$ cat config.mk
export PLATFORM = sky130hd
export DESIGN_NAME = ils_cell
export DESIGN_NICKNAME = d
export VERILOG_FILES = /design/src/rtl/indexed_list_store_macros.svh /design/src/rtl/ils_pkg.sv /design/src/rtl/ils_cell.sv
export SDC_FILE = /design/constraint.sdc
export NUM_CORES = 1
export LEC_CHECK = 0
export BUFFER_PORTS_ARGS = -buffer_cell sky130_fd_sc_hd__buf_2
export CAP_MARGIN = 20
export CORE_MARGIN = 2
export CORE_UTILIZATION = 35
export DETAILED_ROUTE_END_ITERATION = 8
export GPL_ROUTABILITY_DRIVEN = 0
export PLACE_DENSITY_LB_ADDON = 0.2
export SYNTH_ARGS = -nofsm -noshare
export SYNTH_HDL_FRONTEND = slang
export SYNTH_SLANG_ARGS = --single-unit
$ cat constraint.sdc
create_clock -name clk -period 4.9 [get_ports clk]
set_clock_uncertainty 0.15 [all_clocks]
set_input_delay 0.98 -clock clk [delete_from_list [all_inputs] [get_ports clk]]
set_output_delay 0.98 -clock clk [all_outputs]
set_load 0.1 [all_outputs]
$ cat src/rtl/indexed_list_store_macros.svh
// Assertion macros shared by the list store RTL.
// Every macro samples on clk and is disabled while rst is high.
`ifndef INDEXED_LIST_STORE_MACROS_SVH
`define INDEXED_LIST_STORE_MACROS_SVH

// Expression holds at every clock edge.
`define ILS_ALWAYS(label, expr, msg) \
  label: assert property (@(posedge clk) disable iff (rst) (expr)) else $error(msg);

// Consequent holds in the same cycle as the antecedent.
`define ILS_IMPLY(label, ante, cons, msg) \
  label: assert property (@(posedge clk) disable iff (rst) (ante) |-> (cons)) \
    else $error(msg);

// Consequent holds in the cycle after the antecedent.
`define ILS_NEXT(label, ante, cons, msg) \
  label: assert property (@(posedge clk) disable iff (rst) (ante) |=> (cons)) \
    else $error(msg);

`endif

$ cat src/rtl/ils_pkg.sv
// Shared constants, command codes and control structs for the list store.
// Used by ils_ctrl, ils_cell and indexed_list_store.
package ils_pkg;

  localparam int CAPACITY = 64;
  localparam int DATA_W   = 32;
  localparam int CMD_W    = 3;
  localparam int POS_W    = 7;
  localparam int LEN_W    = 7;
  localparam int CNT_W    = $clog2(CAPACITY + 1);
  localparam int IDX_W    = (CNT_W > POS_W) ? CNT_W : POS_W;

  localparam logic [CMD_W-1:0] CMD_READ = 3'd0;
  localparam logic [CMD_W-1:0] CMD_HEAD = 3'd1;
  localparam logic [CMD_W-1:0] CMD_TAIL = 3'd2;
  localparam logic [CMD_W-1:0] CMD_AT   = 3'd3;
  localparam logic [CMD_W-1:0] CMD_DEL  = 3'd4;

  // broadcast to every cell of the chain
  typedef struct packed {
    logic              ins;
    logic              del;
    logic [IDX_W-1:0]  at;
    logic [DATA_W-1:0] value;
  } cell_ctl_t;

  // status of the request being accepted
  typedef struct packed {
    logic             is_read;
    logic             read_ok;
    logic             done;
    logic [LEN_W-1:0] length;
  } res_t;

endpackage

$ cat src/rtl/ils_cell.sv
// One element of the list store chain; takes from its neighbors on a shift.
// Depends on ils_pkg.
module ils_cell
  import ils_pkg::*;
(
  input  logic              clk,
  input  logic [IDX_W-1:0]  idx,
  input  cell_ctl_t         ctl,
  input  logic [DATA_W-1:0] left,
  input  logic [DATA_W-1:0] right,
  output logic [DATA_W-1:0] data,
  output logic [DATA_W-1:0] rd
);

  // insert: cells past the gap take from the left, the gap takes the value
  // delete: cells from the gap on take from the right
  always_ff @(posedge clk) begin
    if (ctl.ins) begin
      if (idx > ctl.at) begin
        data <= left;
      end else if (idx == ctl.at) begin
        data <= ctl.value;
      end
    end else if (ctl.del && idx >= ctl.at) begin
      data <= right;
    end
  end

  assign rd = (idx == ctl.at) ? data : '0;

endmodule

==> metrics.md <==
| Metric | Value |
|---|---|
| I/O pins | `177` |
| Outcome | `complete, no violations` |
| Ratio of cells with drive above 1 in the final layout | `between 40% and 50%` |
| Switching share of power | `50.1%` |
| Worst Path Max Fanout | `20` |
| Mapped Cells | `295` |
| Router iterations before antenna repair | `4` |
| Dpl hpwl | `5980 um` |
| Hold_buf cts | `0` |
| Worst EP required | `3770 ps` |
| Vias per cell | `5.47` |
| Unrepaired setup endpoints after global routing | `no` |
| Largest register by flop count | `data` |
| Slowest-stage cell, CP | `and3_1` |
| Hold/Removal Path Class | `in2reg` |
| Number of buffers added on ports | `176` |
| Maximum vdd ir drop | `0.000112 V` |
| Final worst path period share | `~80%` |
| Layout Nets | `567` |
| Combinational share of power | `approximately 50%` |
| Final setup viols | `0` |
| Final ANT Viol Nets | `0` |
| Library cells used by synthesis | `24` |
| Sequential-to-total area share from yosys stat | `36.5%` |
| Clk sink count | `32` |
| Row Count | `31` |
| Clock transition at the registers of the reported paths | `70 ps` |
| Area Overhead vs Synth | `37.4%` |
| # DRC | `0` |
| WL/cell | `15.7 um` |
| Regs by FF count | `data (32)` |
| Crit. End Element | `output pin` |
| CTS tree | `done` |
| Setup TNS | `0 ps` |
| Final min period | `4040 ps` |
| Final Hold Vio Count | `0` |
| GRT Resource Usage Total | `20.2%` |
| Core area | `roughly 7300 sq um` |
| Largest net degree at the start of global routing | `84` |
| Hold Slack | `between 800 and 900 ps` |
| Seq cells post-synth | `32` |
| Most common cell after layout, fill and taps aside | `buf_2` |
| CP arrival | `2910 ps` |
| Slew headroom | `53.4%` |
| Critical path's largest stage delay | `between 500 and 600 ps` |
| Max reg flops | `32` |
| Routed wire length | `8620 um` |
| Highest achievable clock rate | `between 200 and 250 MHz` |
| Static leakage | `about 1.8 nW` |
| Root Driver | `clkbuf_8` |
| # diodes | `0` |
| Synth warn | `0` |
| Highest-count cells in the layout ignoring fill and taps | `175 x buf_2, 33 x and3_1` |
| Slew @ Worst Pin | `700 ps` |
| P_int | `567 uW` |
| Num CTS Buffers | `5` |
| DR iter-0 viols | `140` |
| DIE WIDTH | `90.7 um` |
| Clock power frac | `17.2%` |
| Initial Utilization | `36.3%` |
| Critical path type | `in2out` |
| CP Cell Sequence | `buf_2, inv_1, ha_1, and3_1, buf_4, and3_1, buf_2` |
| Fin area | `3620 sq um` |
| Die Footprint | `8230 sq um` |
| Deepest clock path buffer count | `2` |
| Switching power | `571 uW` |
| Synthesized area per cell | `8.92 sq um` |
| Grt ovf | `0` |
| Post-cts sizing count | `0` |
| Sequential Power Share | `33.2%` |
| Synthesized net count | `slightly above 400` |
| Vias in the first global route | `2,739` |
| Initial antenna violation count | `0` |
| DP Area | `~3500 sq um` |
| Routed via count | `2,990` |
| Mapped cell area | `between 2000 and 3000 sq um` |
| Filler cell count | `724` |
| Setup Fix Bufs, Post-CTS | `0` |
| Global-route wire length before repair | `13,600 um` |
| Max H-tree Level | `2` |
| Die H | `90.7 um` |
| Max-cap viol count | `0` |
| Max-slew violation count | `0` |
| Pwr Density | `315 nW/um^2` |
| Worst setup SP type | `input port` |
## power groups by stage
stage / registers, mW / logic [mW] / clock network, mW
floorplan: 0.698 / 0.129 / 0
CTS: 0.378 / 0.565 / 0.200
detailed placement: 0.384 / 0.564 / 0
global route: 0.384 / 0.593 / 0.211
global placement: 0.383 / 0.560 / 0
finish: 0.378 / 0.564 / 0.196
## synthesized netlist by cell type
master      n  area share [%]
and4_1      1            0.33
nand3_1    32             6.1
clkbuf_1   18             2.6
and3_1     33             7.8
a31oi_1    32             7.6
o31ai_1     1            0.29
nor2b_1    32             7.6
o2111ai_1  32              11
ha_1        7             3.3
o21a_1      2            0.57
buf_2      12             2.3
edfxtp_1   32              37
a21oi_1     3            0.57
o21ai_1     2            0.38
buf_4       3            0.86
inv_1       7             1.0
and2_4      1            0.33
nand2_1     2            0.29
nand4_1    32             7.6
nor2_1      1            0.14
buf_1       3            0.43
buf_6       5             2.1
a21o_1      1            0.29
and3b_1     1            0.33
## logic make-up (layout without fill, tap and decap cells)
family / after synthesis / in the layout / synth area share (%)
AO/OA/AOI/OAI: 73 / 73 / 20.3
adder cells (fa/ha/maj): 7 / 7 / 3.33
buffers and inverters: 48 / 201 / 9.27
flip-flops: 32 / 32 / 36.5
AND/OR/NAND/NOR: 135 / 135 / 30.6
## cell type report
type                    instances  area (sq um)  share of cell area [%]
flip-flops and latches         32           961                    26.6
multi-input cells             215          1450                    40.0
well taps                      99           124                    3.43
clock buffers                   7          76.3                    2.11
inverters                       7          26.3                   0.727
clock inverters                 1          3.75                   0.104
repair buffers                186           978                    27.1
## through the flow
step | utilization (%) | cells | total power, mW | setup WS (ps)
2_1_floorplan | - | 295 | 0.827 | 804
3_3_place_gp | 48.4 | 538 | 0.943 | 939
3_5_place_dp | 48.7 | 539 | 0.948 | 869
4_1_cts | 49.9 | 547 | 1.14 | 868
5_1_grt | 49.9 | 547 | 1.19 | 678
6_report | 49.9 | 547 | 1.14 | 860
## routing by layer
metal	share of wire [%]	global-route usage [%]	up-vias
li1	-	-	1486
met1	43	25.2	1369
met2	49	35.4	128
met3	7.5	4.01	7
met4	0.93	5.64	0
met5	0	0	-
## final timing paths
check,to,startpoint,cells past startpoint
max,rd[15],ctl[34],7
min,data[22],ctl[22],3
## critical path, delay by kind of cell
kind	cells	cell delay (ps)
adders and majority gates	1	290
buffers and inverters	4	850
and+or+nand+nor	2	780
No activity file was read; power rests on OpenSTA's default activity.
